### src/hw/rtl/msi_mul.sv
// ----------------------------------------------------------------------------
// msi_mul
// Shared signed 32x32 multiplier with a registered 64-bit product.
// ----------------------------------------------------------------------------
`default_nettype none

module msi_mul (
  input  wire logic               clk_i,
  input  wire logic signed [31:0] a_i,
  input  wire logic signed [31:0] b_i,
  output logic signed [63:0]      p_o
);

  always_ff @(posedge clk_i) begin
    p_o <= a_i * b_i;
  end

endmodule

`default_nettype wire

### config.mk
export PLATFORM = sky130hd
export DESIGN_NAME = msi_mul
export DESIGN_NICKNAME = d
export VERILOG_FILES = /design/src/hw/rtl/msi_mul.sv
export SDC_FILE = /design/constraint.sdc
export NUM_CORES = 2
export LEC_CHECK = 0
export BUFFER_PORTS_ARGS = -buffer_cell sky130_fd_sc_hd__buf_2
export CAP_MARGIN = 20
export CELL_PAD_IN_SITES_DETAIL_PLACEMENT = 1
export CELL_PAD_IN_SITES_GLOBAL_PLACEMENT = 1
export CORE_MARGIN = 4
export CORE_UTILIZATION = 52
export DETAILED_ROUTE_END_ITERATION = 10
export PLACE_DENSITY = 0.88
export SETUP_SLACK_MARGIN = 0.4
export SYNTH_ARGS = -nofsm -noshare
export SYNTH_HDL_FRONTEND = slang
export SYNTH_SLANG_ARGS = --single-unit
### constraint.sdc
create_clock -name clk_i -period 10 [get_ports clk_i]
set_clock_uncertainty 0.15 [all_clocks]
set_input_delay 2 -clock clk_i [delete_from_list [all_inputs] [get_ports clk_i]]
set_output_delay 2 -clock clk_i [all_outputs]
set_load 0.1 [all_outputs]
==> out/metrics.cfg <==
[run_status]
outcome=finished, final reports clean

[worst_setup_path]
worst-path-max-fanout=21
critPathLaunchType=input port
cpMaxStageDelayCell=fa_2
arrival_ns=9.81
worstSetupPathType=in -> reg
crit_top_cell=fa_1
worstPathRequired_ns=10.20
crit_path_end_kind=register
startpoint=a_i[31]
crit_path_max_incr_delay_ns=0.68

[timing]
min_period_ns=9.611
tns_ns=0
slew_violations=0
slew_headroom_pct=51.77
final.period_utilization_pct=96.11
max_freq_mhz=104.0
worst-slew-pin-transition_ns=0.7235
finalSetupViolCount=0
hold_viol_final=0
rsz0062_at_grt=true
holdWs_ns=2.059

[floorplanning]
initial_utilization_pct=52.82
core_um2=70510
chipHeight_um=275.6
rows=97
die_x_um=275.6
dieArea_um2=75960
ios=129

[drt]
drtIter0Drc=2780
vias_per_cell=6.062
wl_per_cell_um=29.25
vias=29730
ant_nets=0
dr.pass1.iters=5
wl_um=143500
drc=0

[cells_and_area]
multi_input_area_um2=31760
final_nets=5282
largest_reg_flops=64
seqCellArea_um2=1281
fillers=7777
final_common_cell=fa_1
final_cell_mix=1075 x fa_1, 950 x inv_1, 515 x and2_1
reg.largest.list=p_o (64)
drive_gt1_share_pct=8.114
final_core_util_pct=56.67
fin_area_um2=39960
largest_register=p_o
area_delta_synth_final_pct=7.307

[synth]
synth_edf_count=0
yosysWarnings=0
ys.flop_type=dfxtp_1
synth_seq_cells=64
mappedNetlistArea_um2=37240
seq_area_frac_synth_pct=3.440
avgSynthCellArea_um2=9.589
async_flop_share_pct=0
syn_inst=3884
syn_nets=5215
ys_types=63

[placement]
io_buffers=128
dpl_cell_area_um2=39290
dp_hpwl_um=111400
gp_congestion=0.9085

[flow_run]
max_cap_violations=0

[global_routing]
grt.overflow.total=0
grt_antenna_before_repair=13
grt_pass1_wl_um=217300
grt_pass1_vias=35940
grtUsageTotal_pct=38.83
grt_max_degree=33

[clocking]
clkTransAtPathRegs_ns=0.10
numCtsBuffers=9
cts_tree=done
cts_buffer_depth=2
cts_max_level=3
cts_root_buffer=clkbuf_16
cts.sinks=64

[min_path]
holdCritStartpoint=a_i[0]
hold_path_class=in -> reg

synthesized netlist by cell type (2+ instances only):
cell	n	area, um2
fa_1	1082	21660
inv_1	952	3573
and2_1	516	3228
nand2_1	511	1918
clkbuf_1	195	732.0
ha_1	184	2302
a21oi_1	68	340.3
dfxtp_1	64	1281
xnor2_1	53	464.2
nor2_1	42	157.7
o21ai_0	28	140.1
a21o_1	23	172.7
xor2_1	22	192.7
nand3_1	15	75.07
o21bai_1	15	112.6
a31oi_1	12	75.07
nand2b_1	9	56.30
and3_1	7	43.79
nand4_1	7	43.79
nor3_1	6	30.03
o31ai_1	6	45.04
a211oi_1	4	30.03
o21a_1	4	30.03
or3_1	4	25.02
a211oi_2	3	37.54
a21boi_0	3	22.52
and4_1	3	26.28
buf_2	3	15.01
nor2b_1	3	18.77
o211ai_1	3	22.52
a21o_2	2	17.52
buf_1	2	7.510
o21ai_2	2	17.52
o22a_1	2	17.52
per-stage QoR:
step,cells,setup WS (ns)
after global placement,4871,0.1640
after global routing,4899,0.2979
final,4905,0.3889
after detailed placement,4871,-0.1704
after floorplan,3884,0.5892
after CTS,4887,0.3905
routing by layer:
| layer | track usage, % | vias up | wire [um] |
|---|---|---|---|
| met3 | 11.55 | 1029 | 14510 |
| met2 | 64.65 | 2250 | 69090 |
| li1 | - | 11190 | - |
| met5 | 0 | - | 78 |
| met1 | 42.79 | 15260 | 46380 |
| met4 | 27.18 | 10 | 13410 |
layout make-up:
type,instances,share of cell area [%]
clock buffer,10,0.5730
inverter,952,8.942
antenna,9,0.05636
sequential,64,3.206
multi-input combinational,2668,79.46
tap,940,2.943
timing repair buffer,256,4.706
clock inverter,6,0.1127
worst paths after layout:
path                              end  slack (ns)  cells past startpoint
worst min-delay path   p_o[0]$_DFF_P_        2.06                      3
worst max-delay path  p_o[62]$_DFF_P_        0.39                     26
worst max-delay path, delay by kind of cell:
| kind | cells | cell delay [ns] |
|---|---|---|
| XOR/XNOR | 1 | 0.18 |
| AND/OR/NAND/NOR | 4 | 0.90 |
| AO/OA/AOI/OAI | 4 | 0.84 |
| adder cells (fa/ha/maj) | 9 | 4.60 |
| buffers and inverters | 8 | 1.27 |
what timing repair did:
action,in CTS,in global routing
hold endpoints to repair,0,0
hold buffers,0,0
setup endpoints to repair,7,21
gates resized for setup,15,100
setup buffers,0,9
pin swaps,0,13
kinds of logic (layout without fill, tap and decap cells):
kind of cell | count (synthesis) | after routing | share of synthesized area, %
fa+ha+maj | 1266 | 1266 | 64.34
buf+inv | 1152 | 1224 | 11.62
simple gates | 1134 | 1134 | 15.37
compound gates | 193 | 193 | 3.464
xor+xnor | 75 | 75 | 1.764
flops | 64 | 64 | 3.440
other cells | 0 | 9 | 0
Power is left out: the tool's default activity adds up to more than one toggle a clock period on the data nets, which glitch-free logic cannot reach.
