<file path="src/hw/rtl/msi_ram.sv">
// ----------------------------------------------------------------------------
// msi_ram
// Generic single-write, single-read RAM with registered read data.
// ----------------------------------------------------------------------------
`default_nettype none

module msi_ram #(
  parameter int WIDTH = 32,
  parameter int DEPTH = 64,
  localparam int AW = (DEPTH > 1) ? $clog2(DEPTH) : 1
) (
  input  wire logic                clk_i,
  input  wire logic                we_i,
  input  wire logic [AW-1:0]       waddr_i,
  input  wire logic [WIDTH-1:0]    wdata_i,
  input  wire logic [AW-1:0]       raddr_i,
  output logic      [WIDTH-1:0]    rdata_o
);

  logic [WIDTH-1:0] mem_q [DEPTH];

  always_ff @(posedge clk_i) begin
    if (we_i) begin
      mem_q[waddr_i] <= wdata_i;
    end
    rdata_o <= mem_q[raddr_i];
  end

endmodule

`default_nettype wire

</file>
<file path="config.mk">
export PLATFORM = sky130hd
export DESIGN_NAME = msi_ram
export DESIGN_NICKNAME = d
export VERILOG_FILES = /design/src/hw/rtl/msi_ram.sv
export SDC_FILE = /design/constraint.sdc
export NUM_CORES = 2
export LEC_CHECK = 0
export ABC_AREA = 1
export BUFFER_PORTS_ARGS = -buffer_cell sky130_fd_sc_hd__buf_4
export CORE_ASPECT_RATIO = 2
export CORE_UTILIZATION = 60
export CTS_BUF_LIST = sky130_fd_sc_hd__clkbuf_8 sky130_fd_sc_hd__clkbuf_16
export DETAILED_ROUTE_END_ITERATION = 16
export PLACE_DENSITY_LB_ADDON = 0.1
export SYNTH_ARGS = -nofsm -noshare
export SYNTH_HDL_FRONTEND = slang
export SYNTH_SLANG_ARGS = --single-unit
</file>
<file path="constraint.sdc">
create_clock -name clk_i -period 4.8 [get_ports clk_i]
set_input_delay 0.24 -clock clk_i [delete_from_list [all_inputs] [get_ports clk_i]]
set_output_delay 0.24 -clock clk_i [all_outputs]
set_load 0.02 [all_outputs]
</file>
==> results.sh <==
export IMPL_setup_viol=0
export IMPL_grt_first_pass_wirelength_um=346000
export IMPL_dr_pass1_iters=6
export IMPL_p_int_mw=28.3
export IMPL_coreArea_um2=137000
export IMPL_rsz0062_at_grt="false"
export IMPL_dp_hpwl_um=130000
export IMPL_setup_tns_ns=0
export IMPL_worst_path_largest_cell_delay_ns=0.69
export IMPL_drv_slew=0
export IMPL_syn_inst=6769
export IMPL_cp_start_kind="input port"
export IMPL_path_cells="buf_8 -> inv_16 -> buf_4 -> nand2_1 -> nand3_1 -> nand3_1 -> nand3_1 -> nand3_1 -> nand2_1 -> nand2_1 -> nand2_1"
export IMPL_postRouteAntennaNets=0
export IMPL_path_clk_slew_ns=0.07
export IMPL_status="finished clean"
export IMPL_crit_slowest_cell="buf_4"
export IMPL_drt_iter0_markers=6511
export IMPL_vias=54522
export IMPL_cts_tree="built"
export IMPL_portBuffers=77
export IMPL_switchingPower_mw=8.33
export IMPL_cp_arrival_ns=3.48
export IMPL_fin_crit_sh=0.571
export IMPL_syn_area_um2=82700
export IMPL_ir_drop_v=0.000315
export IMPL_fmax_mhz=365
export IMPL_antenna_found_initial=9
export IMPL_wl_um=239000
export IMPL_die_y_um=527
export IMPL_synth_seq_area_share=0.751
export IMPL_cts_buffer_depth=4
export IMPL_grt_max_degree=202
export IMPL_nets=6768
export IMPL_die_area_um2=139000
export IMPL_cts_resized=0
export IMPL_min_path_type="in2reg"
export IMPL_p_comb_frac=0.068
export IMPL_tightest_slew_ns=1.40
export IMPL_cp_required_ns=5.54
export IMPL_place_inst=8280
export IMPL_powerDensity_nw_per_um2=404
export IMPL_ys_seq_elements=2080
export IMPL_drc=0
export IMPL_initial_core_util=0.604
export IMPL_cts_root_buf="clkbuf_16"
export IMPL_relSlewSlack=0.0674
export IMPL_syn_to_final_growth_pct=9.71
export IMPL_ioPinCount=78
export IMPL_rows=192
export IMPL_grt_remaining_overflow=0
export IMPL_worst_hold_path_num_cells=1
export IMPL_ys_warn_count=0
export IMPL_wire_per_inst_um=27.8
export IMPL_rr_worst_depth=8
export IMPL_switching_share=0.227
export IMPL_final_cell_mix="nand2_1 (2248), edfxtp_1 (2048), nand3_1 (1907)"
export IMPL_grt_pass1_vias=51790
export IMPL_final_common_cell="nand2_1"
export IMPL_setup_worst_path_end_class="register"
export IMPL_critPathKind="in2reg"
export IMPL_drive_gt1_frac=0.0758
export IMPL_vias_per_cell=6.33
export IMPL_htreeDepth=4
export IMPL_final_cell_count_no_fill=8607
export IMPL_numCtsBuffers=179
export IMPL_crit_fanout=201
export IMPL_gp_congestion=0.890
export IMPL_power_leakage_nw=32.0
export IMPL_yosysUniqueCellTypes=16
export IMPL_clock_skew_ns=0.0304
export IMPL_p_seq_frac=0.551
export IMPL_chipWidth_um=265
export IMPL_clkPwrFrac=0.382
export IMPL_synth_nets=6815
export IMPL_finalHoldViolations=0
export IMPL_syn_avg_cell_area_um2=12.2
export IMPL_insertion_delay_ns=0.83
export IMPL_num_fill_cells=9890
export IMPL_layout_min_cycle_time_ns=2.74
export IMPL_drv_cap=0
export IMPL_clock_sinks=2080
export IMPL_grtUsageTotal=0.343
layout make-up:
type	count	area, um2	area share
well taps	1746	2180	0.0241
flip-flops and latches	2080	62100	0.685
clock inverters	129	902	0.00994
repair buffers	221	2040	0.0225
multi-input cells	4228	18800	0.207
clock buffers	188	4650	0.0512
diodes	3	7.51	0.0000827
inverters	12	81.3	0.000896
flip-flops by register name, indices dropped and copies added, names as in the netlist:
register and count:
mem_q 2048, rdata_o 32
kinds of logic (layout without fill, tap and decap cells):
family | count (synthesis) | after routing | share of synthesized area
buffers and inverters | 461 | 550 | 0.0278
flip-flops | 2080 | 2080 | 0.751
other | 0 | 3 | 0
AND/OR/NAND/NOR | 4228 | 4228 | 0.221
cells in the mapped netlist:
master | number | share of area
nand2_1 | 2248 | 0.10
edfxtp_1 | 2048 | 0.74
nand3_1 | 1907 | 0.12
buf_2 | 282 | 0.017
clkbuf_1 | 77 | 0.0035
nor2_1 | 56 | 0.0025
buf_4 | 45 | 0.0041
buf_1 | 40 | 0.0018
dfxtp_1 | 32 | 0.0077
inv_1 | 9 | 0.00041
nand4_1 | 9 | 0.00068
nor4_1 | 8 | 0.00060
buf_6 | 3 | 0.00041
buf_8 | 2 | 0.00036
inv_2 | 2 | 0.000091
inv_4 | 1 | 0.000076
critical path: cells and delay by family:
kind / cells / cell delay, ns
buf+inv: 3 / 1.41
simple gates: 8 / 1.29
power by group through the flow:
stage	logic [mW]	registers (mW)	clock network, mW
global placement	2.40	20.6	0
global route	2.62	20.2	14.7
floorplan	1.24	20.6	0
finish	2.48	20.2	14.0
CTS	2.44	20.2	14.1
detailed placement	2.43	20.6	0
path summary, 6_finish.rpt:
check	startpoint	endpoint	slack, ns
worst min-delay path	wdata_i[10]	mem_q[54][10]	0.01
worst max register to register	mem_q[63][12]	rdata_o[12]	2.93
worst min register to register	mem_q[52][29]	rdata_o[29]	0.80
worst max-delay path	raddr_i[0]	rdata_o[14]	2.06
routing by layer:
metal	routed length [um]	GRT usage	up-vias
li1	-	-	23968
met1	85100	0.444	26870
met2	116000	0.557	3100
met3	22800	0.0491	580
met4	15300	0.199	4
met5	29	0	-
stage by stage:
stage / power (mW) / hold slack (ns) / area (um2) / utilization / worst slack [ns]
after global routing: 37.5 / 0.0318 / 90800 / 0.663 / 2.08
after floorplan: 21.8 / 0.339 / 82700 / - / 0.430
after CTS: 36.7 / 0.0205 / 90700 / 0.663 / 2.23
final: 36.7 / 0.0105 / 90800 / 0.663 / 2.06
after global placement: 23.0 / 0.648 / 85100 / 0.622 / 1.49
after detailed placement: 23.0 / 0.650 / 85100 / 0.622 / 1.47
timing repair:
item                      in CTS  in global routing
buffers inserted               0                  0
hold endpoints to repair      46                  0
hold buffers                   6                  0
Note: power is estimated with default switching activity, not from simulation.
