--- config.mk ---
export PLATFORM = sky130hd
export DESIGN_NAME = msi_cell
export DESIGN_NICKNAME = d
export VERILOG_FILES = /design/src/hw/rtl/msi_pkg.sv /design/src/hw/rtl/msi_cell.sv
export SDC_FILE = /design/constraint.sdc
export NUM_CORES = 1
export LEC_CHECK = 0
export ABC_AREA = 0
export BUFFER_PORTS_ARGS = -buffer_cell sky130_fd_sc_hd__buf_4
export CORE_MARGIN = 3
export CORE_UTILIZATION = 43
export CTS_CLUSTER_DIAMETER = 30
export DETAILED_ROUTE_END_ITERATION = 12
export PLACE_DENSITY = 0.92
export SETUP_SLACK_MARGIN = 0.05
export SYNTH_ARGS = -nofsm -noshare
export SYNTH_HDL_FRONTEND = slang
export SYNTH_SLANG_ARGS = --single-unit
--- constraint.sdc ---
create_clock -name clk_i -period 0.8 [get_ports clk_i]
set_clock_uncertainty 0.05 [all_clocks]
set_input_delay 0 -clock clk_i [delete_from_list [all_inputs] [get_ports clk_i]]
set_output_delay 0 -clock clk_i [all_outputs]
set_load 0.03 [all_outputs]
--- src/hw/rtl/msi_pkg.sv ---
// ----------------------------------------------------------------------------
// msi_pkg
// Shared types, op codes and Q16.16 arithmetic helpers for the sigmoid MLP.
// ----------------------------------------------------------------------------
`default_nettype none

package msi_pkg;

  typedef enum logic [2:0] {
    OP_WRITE_PARAM = 3'd0,
    OP_INPUT       = 3'd1,
    OP_TARGET      = 3'd2,
    OP_INFER       = 3'd3,
    OP_TRAIN       = 3'd4
  } op_e;

  // One output neuron held in the cell chain.
  typedef struct packed {
    logic signed [31:0] net;
    logic signed [31:0] g;
  } cell_t;

  localparam logic signed [63:0] SAT_MAX = 64'sh0000_0000_7FFF_FFFF;
  localparam logic signed [63:0] SAT_MIN = -64'sh0000_0000_8000_0000;
  localparam logic [16:0] ONE_Q16 = 17'd65536;
  localparam logic [23:0] PERCENT_SCALE = 24'd100;

  function automatic logic signed [31:0] sat32(input logic signed [63:0] v);
    if (v > SAT_MAX) return 32'sh7FFF_FFFF;
    if (v < SAT_MIN) return -32'sh8000_0000;
    return v[31:0];
  endfunction

  // Floor of a Q32.32 product down to Q16.16.
  function automatic logic signed [63:0] floor16(input logic signed [63:0] p);
    return p >>> 16;
  endfunction

  function automatic logic signed [31:0] qsat(input logic signed [63:0] p);
    return sat32(p >>> 16);
  endfunction

  // Piecewise sigmoid on |x|, mirrored for negative inputs.
  function automatic logic [16:0] sigm(input logic signed [31:0] x);
    logic [31:0] ax;
    logic [16:0] y;
    ax = x[31] ? (~x + 32'd1) : x;
    if (ax >= 32'd327680) y = ONE_Q16;
    else if (ax >= 32'd155648) y = 17'(ax >> 5) + 17'd55296;
    else if (ax >= 32'd65536) y = 17'(ax >> 3) + 17'd40960;
    else y = 17'(ax >> 2) + 17'd32768;
    return x[31] ? (ONE_Q16 - y) : y;
  endfunction

  function automatic logic signed [31:0] dsigm(input logic signed [31:0] x);
    logic [16:0] s;
    logic [33:0] pr;
    s = sigm(x);
    pr = 34'(s) * 34'(ONE_Q16 - s);
    return {14'd0, pr[33:16]};
  endfunction

endpackage

`default_nettype wire

--- src/hw/rtl/msi_cell.sv ---
// ----------------------------------------------------------------------------
// msi_cell
// One output-neuron cell: holds net input and gradient, passes them on a shift.
// ----------------------------------------------------------------------------
`default_nettype none

module msi_cell (
  input  wire logic           clk_i,
  input  wire logic           shift_i,
  input  wire msi_pkg::cell_t cell_i,
  output msi_pkg::cell_t      cell_o
);

  msi_pkg::cell_t cell_q;

  always_ff @(posedge clk_i) begin
    if (shift_i) begin
      cell_q <= cell_i;
    end
  end

  assign cell_o = cell_q;

endmodule

`default_nettype wire

==> results of run 1 <==
-- logic make-up after synthesis --
family  synth area share (%)
flops                    100
-- stage by stage --
step	utilization, %	hold slack, ns	setup slack [ns]	area [um^2]
after floorplan	-	0.0489	0.254	1920
after global placement	72.4	0.128	0.124	3000
after detailed placement	72.4	0.129	0.110	3000
-- cell usage after synthesis --
| cell type | count | area, um^2 |
|---|---|---|
| edfxtp_1 | 64 | 1920 |
==> results.yml, run 1 <==
status:
  status: "aborted with a tool error"
  failed_stage: "clock tree synthesis"
  firstError: "[ERROR DPL-0033] detailed placement checks failed during check placement."
synth:
  syn_area_um2: 1920
  syn_nets: 130
  ys_seq_elements: 64
  synth_warnings: 0
  ys_seq_area_share_pct: 100
  synth_cell_types: 1
  syn_inst: 64
  avgSynthCellArea_um2: 30.0
placed_design:
  dp.cells: 246
  globalplace.congestion: 0.790
  io_buffers: 129
clocking:
  root_buffer: "clkbuf_8"
  postCtsHoldBufs: 64
  post_cts_resized: 64
  numCtsBuffers: 9
  clk_path_buf_depth: 2
  clock-sinks: 64
  post_cts_buffers: 0
  h-tree-depth: 3
die:
  ios: 130
  die_h_um: 72.9
  die_x_um: 72.9
  initial_utilization_pct: 46.4
  num_rows: 23
==> inputs of run 2 (changes only) <==
- CORE_UTILIZATION: 43 -> 40
- CTS_CLUSTER_DIAMETER: 30 -> unset
- PLACE_DENSITY: 0.92 -> unset
- PLACE_DENSITY_LB_ADDON: unset -> 0.15
- SETUP_SLACK_MARGIN: 0.05 -> unset
==> run 2 against run 1 <==
The flow now finishes, with violations (hold timing, setup timing). Synthesized cell count unchanged. Synthesized area unchanged.
==> results.yml, run 2 <==
critical_path:
  path_class: "flop to output pin"
  cp_cell_sequence: "buf_6"
  start_kind: "flop"
  required_ns: 0.75
  cp-end-kind: "output pin"
  slowest_stage: "edfxtp_1"
  arrival_ns: 0.92
  crit_buf_inv: 1
  crit_family: "flip-flops"
  crit_fanout: 1
  max_stage_delay_ns: 0.43
routing:
  wl_per_cell_um: 19.1
  totalWireLength_mm: 6.24
  drcViolationCount: 0
  vias_per_cell: 4.58
  num_vias: 1498
  first_pass_iters: 4
  drt_iter0_drc: 144
  ant_nets: 0
synth:
  synth_compound_area_share_pct: 0
  synth_mux_area_share_pct: 0
  synth.top_cell.area_share_pct: 100
  syn_area_um2: 1920
  synthSimpleGateAreaFrac_pct: 0
  yosys.area.top_type: "edfxtp_1"
  yosys-top-cells-area: "edfxtp_1 (100%)"
  synth_warnings: 0
  ys_seq_area_share_pct: 100
  yosys-top-cells-count: "edfxtp_1 (64)"
  synth-xor-area-share_pct: 0
  synth_cell_types: 1
  synth_most_common_cell: "edfxtp_1"
  syn_inst: 64
  syn_nets: 130
  async_flop_share_pct: 0
  synth_edf_count: 64
  synth-main-ff-cell: "edfxtp_1"
  synth_fa_ha_area_share_pct: 0
  avgSynthCellArea_um2: 30.0
  ys_seq_elements: 64
die:
  core-area_um2: 4500
  die_h_um: 75.3
  die_x_um: 75.3
  initial_utilization_pct: 42.7
  ios: 130
  num_rows: 24
  die_area_um2: 5670
placed_design:
  globalplace.congestion: 0.677
  dpl.hpwl_mm: 3.37
  io_buffers: 129
sta:
  period_share_pct: 122
  setup_viol: 64
  rsz0062_at_grt: "yes"
  max_freq_mhz: 1030
  finalMaxSlewViolations: 0
  setup_slack_ns: -0.175
  totalNegativeSetupSlack_ns: -7.99
  period_needed_ns: 0.975
  tightestPinTransition_ns: 0.174
  hold_viol: 1
  max_slew_margin_pct: 88.4
  hold_slack_ns: -0.00104
cells_and_area:
  largest_reg_flops: 64
  nFillCells: 159
  layout.nets: 337
  nMultiInputCombCells: 0
  multi_input_area_um2: 0
  layout_common_cells: "buf_4 (66), edfxtp_1 (64), dlygate4sd3_1 (64), buf_6 (64), clkbuf_8 (9)"
  register_area_um2: 1920
  final_common_cell: "buf_4"
  drive_gt1_share_pct: 52.4
  area_growth_pct: 111
  num_antenna_cells: 0
clocking:
  clock-sinks: 64
  numCtsBuffers: 9
  cts_tree: "done"
  postCtsHoldBufs: 65
  clk_path_buf_depth: 2
  root_buffer: "clkbuf_8"
  h-tree-depth: 3
  clk_pin_slew_worst_paths_ns: 0.07
flow_run:
  maxCapViolCount: 0
power:
  power.density_nw_per_um2: 2070
  peakVddDrop_v: 0.00151
  p_leak_uw: 0.00171
global_routing:
  grt_overflow_total: 0
  antenna_found_initial: 0
  grt_pass1_wl_mm: 8.87
  grt_pass1_vias: 1653
  track_usage_pct: 23.2
  grt_max_degree: 33
status:
  status: "finished with violations"
  violations: "hold timing, setup timing"
hold_path:
  hp-class: "input pin to flop"
run 2: metal layers:
layer	part of all wire [%]	vias up	GRT usage [%]	routed length (um)
met4	3.0	0	13.2	190
met5	0	-	0	0
met2	56	97	41.5	3480
met1	32	712	22.2	1970
li1	-	674	-	-
met3	9.6	15	9.37	598
run 2: logic make-up after synthesis:
logic type  Yosys count
flops                64
run 2: what timing repair did:
| item | 4_1_cts | 5_1_grt |
|---|---|---|
| buffers inserted | 0 | 0 |
| endpoints found under the setup margin | 64 | 67 |
| resized for setup | 64 | 0 |
| hold endpoints to repair | 67 | 1 |
run 2: where the power goes:
group | internal (uW) | switching (uW) | leakage (uW) | total, uW
registers | 3990 | 135 | 0.000626 | 4130
clock network | 1380 | 1190 | 0.0000914 | 2560
logic | 885 | 819 | 0.000990 | 1700
run 2: cell type report:
type / instances / share of cell area, %
sequential: 64 / 47.3
tap: 52 / 1.60
timing repair buffer: 196 / 46.7
clock inverter: 6 / 1.26
clock buffer: 9 / 3.05
run 2: path summary, 6_finish.rpt:
| check | from | end | slack (ns) | depth (start not counted) |
|---|---|---|---|---|
| min | shift_i | cell_o[52] | -0.001 | 2 |
| max | cell_o[2] | cell_o[2] | -0.17 | 1 |
run 2: through the flow:
step           area (um^2)  util, %  setup slack (ns)  power (uW)  cells
2_1_floorplan         1920        -             0.254        4670     64
3_3_place_gp          3000     66.7             0.115        5370    248
3_5_place_dp          3000     66.7            0.0915        5410    248
4_1_cts               4070     90.3            -0.175        8380    328
5_1_grt               4060     90.1            -0.218        8670    327
6_report              4060     90.1            -0.175        8400    327
Power figures use the tool's default switching activity.
